`src/sv/slr_pkg.sv`:
```
// types, constants and helpers of the literal replace block
// no dependencies
`timescale 1ns / 1ps
`default_nettype none

package slr_pkg;

  localparam int MAX_PATTERN_BYTES     = 8;
  localparam int MAX_REPLACEMENT_BYTES = 8;
  localparam int WIN_W                 = 8 * MAX_PATTERN_BYTES;
  localparam int REP_W                 = 8 * MAX_REPLACEMENT_BYTES;
  localparam int LEN_W                 = 4;
  localparam int FILL_W                = 3;
  localparam int CFG_W                 = 64;
  localparam int FIFO_DEPTH            = 2;
  localparam int FIFO_PTR_W            = $clog2(FIFO_DEPTH);

  typedef enum logic [1:0] {
    CFG_PATTERN_BYTES      = 2'd0,
    CFG_PATTERN_LENGTH     = 2'd1,
    CFG_REPLACEMENT_BYTES  = 2'd2,
    CFG_REPLACEMENT_LENGTH = 2'd3
  } cfg_idx_e;

  // bytes to emit for one input transaction
  typedef struct packed {
    logic [WIN_W-1:0] bytes;
    logic [LEN_W-1:0] count;
    logic             eos;
  } desc_t;

  function automatic logic [WIN_W-1:0] byte_mask(input logic [LEN_W-1:0] len);
    logic [WIN_W-1:0] m;
    m = '0;
    for (int i = 0; i < MAX_PATTERN_BYTES; i++) begin
      if (LEN_W'(i) < len) begin
        m[i*8 +: 8] = 8'hFF;
      end
    end
    return m;
  endfunction

endpackage

`default_nettype wire

```
`src/sv/slr_if.sv`:
```
// stream channels of the literal replace block: input bytes and result bytes
// no dependencies
`timescale 1ns / 1ps
`default_nettype none

interface slr_in_if;
  logic       valid;
  logic       ready;
  logic [7:0] data_byte;
  logic       end_of_stream;

  modport source (output valid, output data_byte, output end_of_stream, input ready);
  modport sink (input valid, input data_byte, input end_of_stream, output ready);
endinterface

interface slr_out_if;
  logic       valid;
  logic       ready;
  logic [7:0] out_byte;
  logic       last_of_run;
  logic       stream_done;

  modport source (output valid, output out_byte, output last_of_run, output stream_done,
                  input ready);
  modport sink (input valid, input out_byte, input last_of_run, input stream_done,
                output ready);
endinterface

`default_nettype wire

```
`src/sv/slr_front.sv`:
```
// front end: config registers, match window and classification of each input
// depends on slr_pkg and slr_in_if
`timescale 1ns / 1ps
`default_nettype none

module slr_front (
  input  wire                     clk_i,
  input  wire                     rst_ni,
  slr_in_if.sink                  in_ch,
  input  wire                     cfg_we_i,
  input  slr_pkg::cfg_idx_e       cfg_idx_i,
  input  wire [slr_pkg::CFG_W-1:0] cfg_data_i,
  input  wire                     fifo_full_i,
  output logic                    push_o,
  output slr_pkg::desc_t          desc_o
);

  logic [slr_pkg::WIN_W-1:0]  pat_q;
  logic [slr_pkg::LEN_W-1:0]  plen_q;
  logic [slr_pkg::REP_W-1:0]  rep_q;
  logic [slr_pkg::LEN_W-1:0]  rlen_q;
  logic [slr_pkg::WIN_W-1:0]  win_q, win_d;
  logic [slr_pkg::FILL_W-1:0] fill_q, fill_d;

  logic [slr_pkg::LEN_W-1:0]  plen_eff, rlen_eff, fill_a;
  logic [slr_pkg::WIN_W-1:0]  w_app;
  logic                       accept, hit, shift, eos;

  always_ff @(posedge clk_i or negedge rst_ni) begin
    if (!rst_ni) begin
      pat_q  <= '0;
      plen_q <= slr_pkg::LEN_W'(1);
      rep_q  <= '0;
      rlen_q <= '0;
    end else if (cfg_we_i) begin
      case (cfg_idx_i)
        slr_pkg::CFG_PATTERN_BYTES:      pat_q  <= cfg_data_i[slr_pkg::WIN_W-1:0];
        slr_pkg::CFG_PATTERN_LENGTH:     plen_q <= cfg_data_i[slr_pkg::LEN_W-1:0];
        slr_pkg::CFG_REPLACEMENT_BYTES:  rep_q  <= cfg_data_i[slr_pkg::REP_W-1:0];
        slr_pkg::CFG_REPLACEMENT_LENGTH: rlen_q <= cfg_data_i[slr_pkg::LEN_W-1:0];
        default: ;
      endcase
    end
  end

  always_comb begin
    if (plen_q == '0) begin
      plen_eff = slr_pkg::LEN_W'(1);
    end else if (plen_q > slr_pkg::LEN_W'(slr_pkg::MAX_PATTERN_BYTES)) begin
      plen_eff = slr_pkg::LEN_W'(slr_pkg::MAX_PATTERN_BYTES);
    end else begin
      plen_eff = plen_q;
    end
    if (rlen_q > slr_pkg::LEN_W'(slr_pkg::MAX_REPLACEMENT_BYTES)) begin
      rlen_eff = slr_pkg::LEN_W'(slr_pkg::MAX_REPLACEMENT_BYTES);
    end else begin
      rlen_eff = rlen_q;
    end
  end

  assign in_ch.ready = !fifo_full_i;
  assign accept      = in_ch.valid && !fifo_full_i;
  assign eos         = in_ch.end_of_stream;
  assign fill_a      = {1'b0, fill_q} + slr_pkg::LEN_W'(1);

  always_comb begin
    w_app = win_q;
    w_app[{fill_q, 3'b000} +: 8] = in_ch.data_byte;
  end

  assign hit   = (fill_a == plen_eff) &&
                 (((w_app ^ pat_q) & slr_pkg::byte_mask(plen_eff)) == '0);
  assign shift = (fill_a > plen_eff) || ((fill_a == plen_eff) && !hit);

  always_comb begin
    desc_o.eos   = eos;
    desc_o.bytes = hit ? rep_q : w_app;
    if (hit) begin
      desc_o.count = rlen_eff;
    end else if (eos) begin
      desc_o.count = fill_a;
    end else if (shift) begin
      desc_o.count = slr_pkg::LEN_W'(1);
    end else begin
      desc_o.count = '0;
    end
  end

  assign push_o = accept && (desc_o.count != '0);

  always_comb begin
    win_d  = win_q;
    fill_d = fill_q;
    if (accept) begin
      if (eos || hit) begin
        win_d  = '0;
        fill_d = '0;
      end else if (shift) begin
        win_d  = w_app >> 8;
        fill_d = fill_q;
      end else begin
        win_d  = w_app;
        fill_d = fill_a[slr_pkg::FILL_W-1:0];
      end
    end
  end

  always_ff @(posedge clk_i or negedge rst_ni) begin
    if (!rst_ni) begin
      win_q  <= '0;
      fill_q <= '0;
    end else begin
      win_q  <= win_d;
      fill_q <= fill_d;
    end
  end

endmodule

`default_nettype wire

```
`src/sv/slr_fifo.sv`:
```
// short queue of emit descriptors between front and back
// depends on slr_pkg
`timescale 1ns / 1ps
`default_nettype none

module slr_fifo (
  input  wire            clk_i,
  input  wire            rst_ni,
  input  wire            push_i,
  input  slr_pkg::desc_t push_desc_i,
  input  wire            pop_i,
  output logic           full_o,
  output logic           valid_o,
  output slr_pkg::desc_t head_o
);

  slr_pkg::desc_t                mem_q [slr_pkg::FIFO_DEPTH];
  logic [slr_pkg::FIFO_PTR_W-1:0] wr_q, rd_q;
  logic [slr_pkg::FIFO_PTR_W:0]   cnt_q;
  logic                           do_push, do_pop;

  assign full_o  = (cnt_q == (slr_pkg::FIFO_PTR_W+1)'(slr_pkg::FIFO_DEPTH));
  assign valid_o = (cnt_q != '0);
  assign head_o  = mem_q[rd_q];
  assign do_push = push_i && !full_o;
  assign do_pop  = pop_i && valid_o;

  always_ff @(posedge clk_i) begin
    if (do_push) begin
      mem_q[wr_q] <= push_desc_i;
    end
  end

  always_ff @(posedge clk_i or negedge rst_ni) begin
    if (!rst_ni) begin
      wr_q  <= '0;
      rd_q  <= '0;
      cnt_q <= '0;
    end else begin
      if (do_push) begin
        wr_q <= slr_pkg::FIFO_PTR_W'(wr_q + 1'b1);
      end
      if (do_pop) begin
        rd_q <= slr_pkg::FIFO_PTR_W'(rd_q + 1'b1);
      end
      if (do_push && !do_pop) begin
        cnt_q <= cnt_q + 1'b1;
      end else if (do_pop && !do_push) begin
        cnt_q <= cnt_q - 1'b1;
      end
    end
  end

endmodule

`default_nettype wire

```
`src/sv/slr_back.sv`:
```
// back end: sends the bytes of the head descriptor one transaction each
// depends on slr_pkg and slr_out_if
`timescale 1ns / 1ps
`default_nettype none

module slr_back (
  input  wire            clk_i,
  input  wire            rst_ni,
  input  wire            head_valid_i,
  input  slr_pkg::desc_t head_i,
  output logic           pop_o,
  slr_out_if.source      out_ch
);

  logic [slr_pkg::FILL_W-1:0] idx_q, idx_d;
  logic                       last, fire;

  assign last = (({1'b0, idx_q} + slr_pkg::LEN_W'(1)) == head_i.count);
  assign fire = head_valid_i && out_ch.ready;

  assign out_ch.valid       = head_valid_i;
  assign out_ch.out_byte    = head_i.bytes[{idx_q, 3'b000} +: 8];
  assign out_ch.last_of_run = last;
  assign out_ch.stream_done = last && head_i.eos;
  assign pop_o              = fire && last;

  always_comb begin
    idx_d = idx_q;
    if (fire) begin
      idx_d = last ? '0 : slr_pkg::FILL_W'(idx_q + 1'b1);
    end
  end

  always_ff @(posedge clk_i or negedge rst_ni) begin
    if (!rst_ni) begin
      idx_q <= '0;
    end else begin
      idx_q <= idx_d;
    end
  end

endmodule

`default_nettype wire

```
`src/sv/stream_literal_replace_top.sv`:
```
// top level of the streaming literal find-and-replace block
// depends on slr_pkg, slr_if, slr_front, slr_fifo, slr_back
//
//   channel   dir   transaction payload
//   in_ch     in    data_byte, end_of_stream
//   out_ch    out   out_byte, last_of_run, stream_done
//   cfg       in    cfg_we_i, cfg_idx_i, cfg_data_i (write only)
//
// one input byte per cycle while the two-entry descriptor queue has room
// an input emitting n bytes holds the output side for n transactions, one byte per cycle while out_ch is ready
// input to first output byte: registered in the descriptor queue
// asynchronous reset empties window and queue, no clearing pass
`timescale 1ns / 1ps
`default_nettype none

module stream_literal_replace_top (
  input  wire                      clk_i,
  input  wire                      rst_ni,
  slr_in_if.sink                   in_ch,
  slr_out_if.source                out_ch,
  input  wire                      cfg_we_i,
  input  slr_pkg::cfg_idx_e        cfg_idx_i,
  input  wire [slr_pkg::CFG_W-1:0] cfg_data_i
);

  slr_pkg::desc_t push_desc, head_desc;
  logic           push, pop, full, head_valid;

  slr_front u_front (
    .clk_i       (clk_i),
    .rst_ni      (rst_ni),
    .in_ch       (in_ch),
    .cfg_we_i    (cfg_we_i),
    .cfg_idx_i   (cfg_idx_i),
    .cfg_data_i  (cfg_data_i),
    .fifo_full_i (full),
    .push_o      (push),
    .desc_o      (push_desc)
  );

  slr_fifo u_fifo (
    .clk_i       (clk_i),
    .rst_ni      (rst_ni),
    .push_i      (push),
    .push_desc_i (push_desc),
    .pop_i       (pop),
    .full_o      (full),
    .valid_o     (head_valid),
    .head_o      (head_desc)
  );

  slr_back u_back (
    .clk_i        (clk_i),
    .rst_ni       (rst_ni),
    .head_valid_i (head_valid),
    .head_i       (head_desc),
    .pop_o        (pop),
    .out_ch       (out_ch)
  );

endmodule

`default_nettype wire

```
`src/flat_wrapper.sv`:
```
// flat-port wrapper written by rule: the top's interface ports become plain ports
module stream_literal_replace_top_flat 
  (clk_i, rst_ni, cfg_we_i, cfg_idx_i, cfg_data_i, in_ch_valid, in_ch_data_byte, in_ch_end_of_stream, in_ch_ready, out_ch_valid, out_ch_out_byte, out_ch_last_of_run, out_ch_stream_done, out_ch_ready);
  slr_in_if in_ch_i ();
  slr_out_if out_ch_i ();
  input  wire clk_i;
  input  wire rst_ni;
  input  wire cfg_we_i;
  input  slr_pkg::cfg_idx_e cfg_idx_i;
  input  wire [slr_pkg::CFG_W-1:0] cfg_data_i;
  input wire logic [$bits(in_ch_i.valid)-1:0] in_ch_valid;
  input wire logic [$bits(in_ch_i.data_byte)-1:0] in_ch_data_byte;
  input wire logic [$bits(in_ch_i.end_of_stream)-1:0] in_ch_end_of_stream;
  output wire logic [$bits(in_ch_i.ready)-1:0] in_ch_ready;
  output wire logic [$bits(out_ch_i.valid)-1:0] out_ch_valid;
  output wire logic [$bits(out_ch_i.out_byte)-1:0] out_ch_out_byte;
  output wire logic [$bits(out_ch_i.last_of_run)-1:0] out_ch_last_of_run;
  output wire logic [$bits(out_ch_i.stream_done)-1:0] out_ch_stream_done;
  input wire logic [$bits(out_ch_i.ready)-1:0] out_ch_ready;
  assign in_ch_i.valid = in_ch_valid;
  assign in_ch_i.data_byte = in_ch_data_byte;
  assign in_ch_i.end_of_stream = in_ch_end_of_stream;
  assign in_ch_ready = in_ch_i.ready;
  assign out_ch_valid = out_ch_i.valid;
  assign out_ch_out_byte = out_ch_i.out_byte;
  assign out_ch_last_of_run = out_ch_i.last_of_run;
  assign out_ch_stream_done = out_ch_i.stream_done;
  assign out_ch_i.ready = out_ch_ready;
  stream_literal_replace_top u_core (.clk_i(clk_i), .rst_ni(rst_ni), .in_ch(in_ch_i), .out_ch(out_ch_i), .cfg_we_i(cfg_we_i), .cfg_idx_i(cfg_idx_i), .cfg_data_i(cfg_data_i));
endmodule
```
`config.mk`:
```
export PLATFORM = sky130hd
export DESIGN_NAME = stream_literal_replace_top_flat
export DESIGN_NICKNAME = d
export VERILOG_FILES = /design/src/sv/slr_pkg.sv /design/src/sv/slr_if.sv /design/src/sv/slr_front.sv /design/src/sv/slr_fifo.sv /design/src/sv/slr_back.sv /design/src/sv/stream_literal_replace_top.sv /design/src/flat_wrapper.sv
export SDC_FILE = /design/constraint.sdc
export NUM_CORES = 1
export LEC_CHECK = 0
export ABC_AREA = 1
export BUFFER_PORTS_ARGS = -buffer_cell sky130_fd_sc_hd__buf_4
export CAP_MARGIN = 10
export CORE_MARGIN = 2
export CORE_UTILIZATION = 45
export CTS_CLUSTER_SIZE = 12
export DETAILED_ROUTE_END_ITERATION = 10
export HOLD_SLACK_MARGIN = 0.03
export PLACE_DENSITY = 0.67
export SETUP_SLACK_MARGIN = 0.15
export SLEW_MARGIN = 20
export SYNTH_ARGS = -nofsm -noshare
export SYNTH_HDL_FRONTEND = slang
export SYNTH_SLANG_ARGS = --single-unit
```
`constraint.sdc`:
```
create_clock -name clk_i -period 14.9 [get_ports clk_i]
set_input_delay 2.98 -clock clk_i [delete_from_list [all_inputs] [get_ports clk_i]]
set_output_delay 2.98 -clock clk_i [all_outputs]
set_load 0.01 [all_outputs]
```
* After elaboration in Yosys (flattened, before gate mapping)
Memory sizes are Yosys's and may differ from the RTL's.
Cells that the tools add are included.
** Storage, ports and cells
- Register bits after elaboration :: 210
- RAM bits :: 138
- Input bits :: 80
- Memories kept :: 1
- Logic and storage cells :: 95
** Memories
- u_core.u_fifo.mem_q :: depth 2, bits a word 69, read ports 1, clocked after memory_dff 0, write ports 1, line slr_fifo.sv:17 : slr_pkg::desc_t mem_q [slr_pkg::FIFO_DEPTH];
** Operators by class
- Equal/unequal tests :: 7
- Multiplexer cells :: 25
- Bitwise gates (word level) :: 2
- Reductions and logical operators :: 28
- Order comparisons :: 11
- Add/subtract/negate cells :: 8
- Shifts and indexed selects :: 3
** Operators by type and width (number)
- two-way mux 64 bit :: 3
- AND 64 bit :: 1
- bitwise mux 64 bit :: 1
- logical NOT 64 bit :: 1
- two-way mux 8 bit :: 8
- variable shift 8 x 8 -> 64 bit, first input constant :: 1
- variable part select 64 x 7 -> 8 bit :: 1
- variable part select 8 x 8 -> 64 bit :: 1
- XOR 64 bit :: 1
- two-way mux 4 bit :: 5
- < comparator 3 x 4 -> 1 bit, first input constant :: 4
- logical AND 1 bit :: 11
- AND reduction 2 bit :: 5
- two-way mux 3 bit :: 3
- adder 3 x 1 -> 4 bit, second input constant :: 2
- equality test 4 bit :: 2
- > comparator 4 bit, second input constant :: 2
- < comparator 1 x 4 -> 1 bit, first input constant :: 2
- < comparator 2 x 4 -> 1 bit, first input constant :: 2
- negation 6 -> 8 bit :: 1
- equality test 2 bit, second input constant :: 3
- > comparator 4 bit :: 1
- logical NOT 1 bit :: 4
- logical NOT 4 bit :: 1
- other kinds (12) :: 18

* Depth between registers and ports, before layout
- Depth in word-level cells :: 21
- Mapped depth :: 30
- Mapped depth without buffers :: 28

* Modules after synthesis
A second synthesis with hierarchy kept.
** Unflattened totals
- Cells, all modules :: 2455
- Area total of the unflattened synthesis :: 18835.6 sq um
** By module, submodules not included
- slr_front :: area each 12670.9 sq um, cells each 1881, times used 1
- slr_fifo :: area each 5258.8 sq um, cells each 392, times used 1
- slr_back :: area each 905.9 sq um, cells each 182, times used 1

* Least setup slack after synthesis
Ideal clock, no wire load.
- Path kind :: input to register
- From :: in in_ch_data_byte[2]
- To :: mem u_core.u_fifo.mem_q[1][0] (netlist name) (enable)
- Buffers on the path :: 0
- Data required time :: 14403 ps
- Setup slack :: 7058 ps
- Arrival :: 7345 ps
- Library setup time :: 497 ps
- Stages :: 17
- Cell sequence :: inv_1 -> nand4_1 -> nand2_1 -> nand2_1 -> nand3_1 -> nand2_1 -> nor2_1 -> nand2_1 -> nor2_1 -> nand3_4 -> nor2_8 -> nand3_1 -> nand2_1 -> nor2_2 -> nand2_1 -> nand2_2 -> nor2_1
** RTL lines
- from (decl) :: line flat_wrapper.sv:12 : input wire logic [$bits(in_ch_i.data_byte)-1:0] in_ch_data_byte;
- to (decl) :: line slr_fifo.sv:17

* Worst setup path after layout
- From :: reg u_core.u_front.fill_q[0] (netlist name)
- To :: mem u_core.u_fifo.mem_q[1][38] (netlist name) (enable)
** On the way
- Word-level cells in the longest chain between the ends :: 18
** Ends and longest elaborated chain
- from (decl) :: line slr_front.sv:23 : logic [slr_pkg::FILL_W-1:0] fill_q, fill_d;
- from (signal assigned) :: line slr_front.sv:114 : fill_q <= fill_d;
- negation 6 -> 8 bit :: line slr_front.sv:68 : w_app[{fill_q, 3'b000} +: 8] = in_ch.data_byte;
- variable part select 8 x 8 -> 64 bit / variable shift 8 x 8 -> 64 bit (equally long branches) :: line slr_front.sv:68
- bitwise mux 64 bit :: line slr_front.sv:68
- XOR 64 bit :: line slr_front.sv:72 : (((w_app ^ pat_q) & slr_pkg::byte_mask(plen_eff)) == '0);
- AND 64 bit :: line slr_front.sv:72
- logical NOT 64 bit :: line slr_front.sv:72
- logical AND 1 bit :: line slr_front.sv:71 : assign hit = (fill_a == plen_eff) &&
- logical NOT 1 bit :: line slr_front.sv:73 : assign shift = (fill_a > plen_eff) || ((fill_a == plen_eff) && !hit);
- [2 not listed]
- two-way mux 1 bit :: line slr_front.sv:82 : end else if (shift) begin
- two-way mux 4 bit :: line slr_front.sv:80 : end else if (eos) begin
- two-way mux 4 bit (*) :: line slr_front.sv:78 : if (hit) begin
- nonzero test 4 bit (*) :: line slr_front.sv:89 : assign push_o = accept && (desc_o.count != '0);
- logical AND 1 bit (*) :: line slr_front.sv:89
- logical AND 1 bit (*) :: line slr_fifo.sv:25 : assign do_push = push_i && !full_o;
- two-way mux 1 bit (*) :: line slr_fifo.sv:29 : if (do_push) begin
- two-way mux 1 bit (implied by the code) (*) :: line slr_fifo.sv:30 : mem_q[wr_q] <= push_desc_i;
Mark *: on every way between the ends. The rest lies on a longest branch, timed or not.

==> metrics.md <==
| Metric | Value |
|---|---|
| GRT Util Overall | `roughly 27%` |
| Max-Cap Viols | `0` |
| TritonCTS clock tree | `yes` |
| Later-pin clock latency in the skew report | `between 0.5 and 0.6 ns` |
| Yosys warns | `0` |
| First-pass GRT wire length | `86.8 mm` |
| Final Max Slew Viols | `0` |
| Status | `finished clean` |
| IO Port Bufs | `91` |
| CTS root buf | `clkbuf_16` |
| Antenna-violating nets left | `0` |
| Crit-path max FO | `69` |
| Worst r2r src | `u_core.u_front.fill_q[0]` |
| Nets | `2324` |
| CP delay by family, top | `simple AND/OR/NAND/NOR gates` |
| Initial antenna violation count | `4` |
| Die Y | `207 um` |
| Layout area overhead | `11.8%` |
| DRC | `0` |
| Final period util | `46.5%` |
| Avg Inst Size Synth | `about 8.4 um2` |
| # H-tree levels | `2` |
| Routed WL per cell | `~20 um` |
| Post-Synthesis Net Count | `2288` |
| Hold WS | `0.474 ns` |
| Power density cells | `217 nW/um2` |
| Worst setup EP type | `register` |
| Num CTS Buffers | `39` |
| Minimum clock period | `6.93 ns` |
| Filler cells | `3871` |
| Sum Neg Setup Slack | `0 ns` |
| Avg Vias per Cell | `5.58` |
| Synth Instances | `around 2200` |
| Pre-CTS WS | `7.57 ns` |
| Crit-path most repeated cell | `nand2_1` |
| Full die area | `42700 um2` |
| Slew HR | `between 30% and 40%` |
| RSZ-0062 raised after global routing | `no` |
| DP HPWL | `~40 mm` |
| # IOs | `92` |
| Crit path arrival time | `7.10 ns` |
| Initial DRT Pass Iterations | `6` |
| Setup violators final | `0` |
| Post-cts sizing count | `0` |
| Fmax | `144 MHz` |
| Worst min path class | `register to register` |
| Mapped Area | `18500 um2` |
| Clk sinks | `between 300 and 400` |
| Clock Skews | `0.0178 ns` |
| Routed vias | `15600` |
| Max incr delay on CP | `0.71 ns` |
| Buf/Inv on CP | `4` |
| Pin count of the biggest net entering global routing | `129` |
| Std-Cell Rows | `74` |
| Crit. Startpoint | `u_core.u_front.fill_q[0]` |
| DR iter-0 viols | `1443` |
| Layout cells sized above 1 | `11.7%` |
| Initial core utilization | `between 40% and 50%` |
| Final worst slack | `7.97 ns` |
| Worst Hold Launch | `u_core.u_fifo.wr_q` |
| Maximum vdd drop | `0.141 mV` |
| Core outline area | `40600 um2` |
| Hold_buf cts | `0` |
| Pleak | `between 10 and 15 nW` |
| Bufs on Longest Clock Path | `3` |
| Seq/Total Area, Yosys | `50.9%` |
| RD Place Congestion | `0.931` |
| Total Power | `0.00447 W` |
| Final wirelength | `between 50 and 60 mm` |
| Required time of the critical path | `15.07 ns` |
| Postcts setup bufs | `0` |
| Die Wd | `207 um` |
| WS Path Type | `register to register` |
| Crit start category | `register` |
| Worst-Margin Slew | `about 1.0 ns` |
| Number of synthesized register bits | `348` |
| Slowest library cell on the worst path | `buf_4` |
| Yosys cell types | `46` |
| GR Overflow Total | `0` |
| Clk slew on worst S/H paths | `0.06 ns` |
| Number of global-route vias before repair | `15000` |
| Hold Vio Cnt, Final | `0` |
final cells by class:
cell class | count | area, um2 | share of cell area, %
Antenna cell | 1 | 2.50 | 0.0121
Clock buffer | 60 | 1140 | 5.50
Clock inverter | 11 | 109 | 0.527
Inverter | 295 | 1110 | 5.38
Multi-Input combinational cell | 1443 | 7390 | 35.8
Sequential cell | 348 | 9410 | 45.6
Tap cell | 532 | 666 | 3.22
Timing Repair Buffer | 107 | 826 | 4.00
where the power goes:
| part | switching [W] | internal, W | total (W) |
|---|---|---|---|
| logic | 0.00149 | 0.000562 | 0.00205 |
| registers | 0.000157 | 0.00132 | 0.00148 |
| clock network | 0.000395 | 0.000546 | 0.000941 |
path summary, 6_finish.rpt:
| kind | end | slack (ns) | depth (start not counted) |
|---|---|---|---|
| worst max-delay path | u_core.u_fifo.mem_q[1][38] | 7.97 | 25 |
| min in group asynchronous | u_core.u_front.rep_q[31] | 2.39 | 1 |
| max in group asynchronous | u_core.u_back.idx_q[0] | 11.20 | 2 |
| worst max register to register | u_core.u_fifo.mem_q[1][38] | 7.97 | 25 |
| worst min register to register | u_core.u_fifo.wr_q | 0.47 | 2 |
| worst min-delay path | u_core.u_fifo.wr_q | 0.47 | 2 |
routing by layer:
layer / vias to the layer above / global-route usage, % / share of wire, %
met4: 0 / 9.92 / 3.8
li1: 7370 / - / -
met5: - / 0 / 0
met3: 125 / 6.44 / 8.6
met2: 617 / 42.3 / 45
met1: 7503 / 37.0 / 43
through the flow:
stage / instance area [um2] / instances / util [%]
floorplan: 18500 / 2198 / -
global placement: 19400 / 2724 / 47.7
detailed placement: 19400 / 2725 / 47.7
CTS: 20600 / 2796 / 50.8
global route: 20600 / 2796 / 50.8
finish: 20600 / 2797 / 50.8
cells in the final DEF (no fill, tap or decap), drive strengths merged:
cell type / synthesis / final
a21oi: 6 / 6
nand4: 43 / 43
o221ai: 27 / 27
clkinvlp: 0 / 4
edfxtp: 138 / 138
bufinv: 0 / 1
nor4: 2 / 2
o21a: 1 / 1
a31oi: 5 / 5
buf: 48 / 107
nor2: 104 / 104
o32ai: 6 / 6
nand3b: 9 / 9
xnor2: 6 / 6
nand3: 188 / 188
mux2i: 26 / 26
diode: 0 / 1
inv: 291 / 292
xor2: 3 / 3
o211ai: 57 / 57
dfstp: 1 / 1
clkbuf: 64 / 60
nand2: 642 / 642
clkinv: 4 / 9
o21bai: 1 / 1
nor3: 2 / 2
o22ai: 12 / 12
dfrtp: 209 / 209
ha: 10 / 10
o21ai: 293 / 293
kinds of logic (layout without fill, tap and decap cells):
kind of cell	count (synthesis)	count (layout)	synth area share, %
AND/OR/NAND/NOR	990	990	23.5
other	0	1	0
XOR/XNOR	9	9	0.427
buffers and inverters	407	473	9.29
flip-flops	348	348	50.9
AO/OA/AOI/OAI	408	408	13.8
adder cells (fa/ha/maj)	10	10	0.678
multiplexers	26	26	1.41
Yosys cell counts, drive strengths merged:
library cell	count	area share (%)
nand2	642	13
o21ai	293	8.0
inv	291	5.9
dfrtp	209	28
nand3	188	5.5
edfxtp	138	22
nor2	104	2.5
clkbuf	64	1.3
o211ai	57	3.4
buf	48	2.0
nand4	43	1.5
o221ai	27	1.3
mux2i	26	1.4
o22ai	12	0.41
ha	10	0.68
nand3b	9	0.37
a21oi	6	0.16
o32ai	6	0.28
xnor2	6	0.28
a31oi	5	0.17
clkinv	4	0.081
xor2	3	0.14
nor3	2	0.12
nor4	2	0.068
dfstp	1	0.14
o21a	1	0.041
o21bai	1	0.041
flip-flops by register name, indices dropped and copies added (netlist names):
| name | flops |
|---|---|
| u_core.u_fifo.rd_q | 1 |
| u_core.u_fifo.mem_q | 138 |
| u_core.u_fifo.cnt_q | 2 |
| u_core.u_front.win_q | 64 |
| u_core.u_front.plen_q | 4 |
| u_core.u_front.fill_q | 3 |
| u_core.u_front.pat_q | 64 |
| u_core.u_back.idx_q | 3 |
| u_core.u_front.rep_q | 64 |
| u_core.u_front.rlen_q | 4 |
| u_core.u_fifo.wr_q | 1 |
worst reg2reg max path, stage by stage (launching register included):
cell,delay (ns)
dfrtp_1,0.70
inv_4,0.17
ha_1,0.28
ha_1,0.28
buf_4,0.29
inv_1,0.45
nor2_1,0.37
nand2_1,0.10
nor2_1,0.45
nand2_1,0.14
nand3_1,0.12
nand2_1,0.06
nand2_1,0.07
nor2_1,0.04
nand2_1,0.05
nand2_1,0.11
nand3_1,0.16
nor2_2,0.07
nand2_4,0.46
nand2_2,0.64
nor2_1,0.38
nor2_2,0.08
nand2_1,0.10
nand2_2,0.09
nor2_4,0.08
buf_4,0.71
Note: power is estimated with default switching activity, not from simulation.
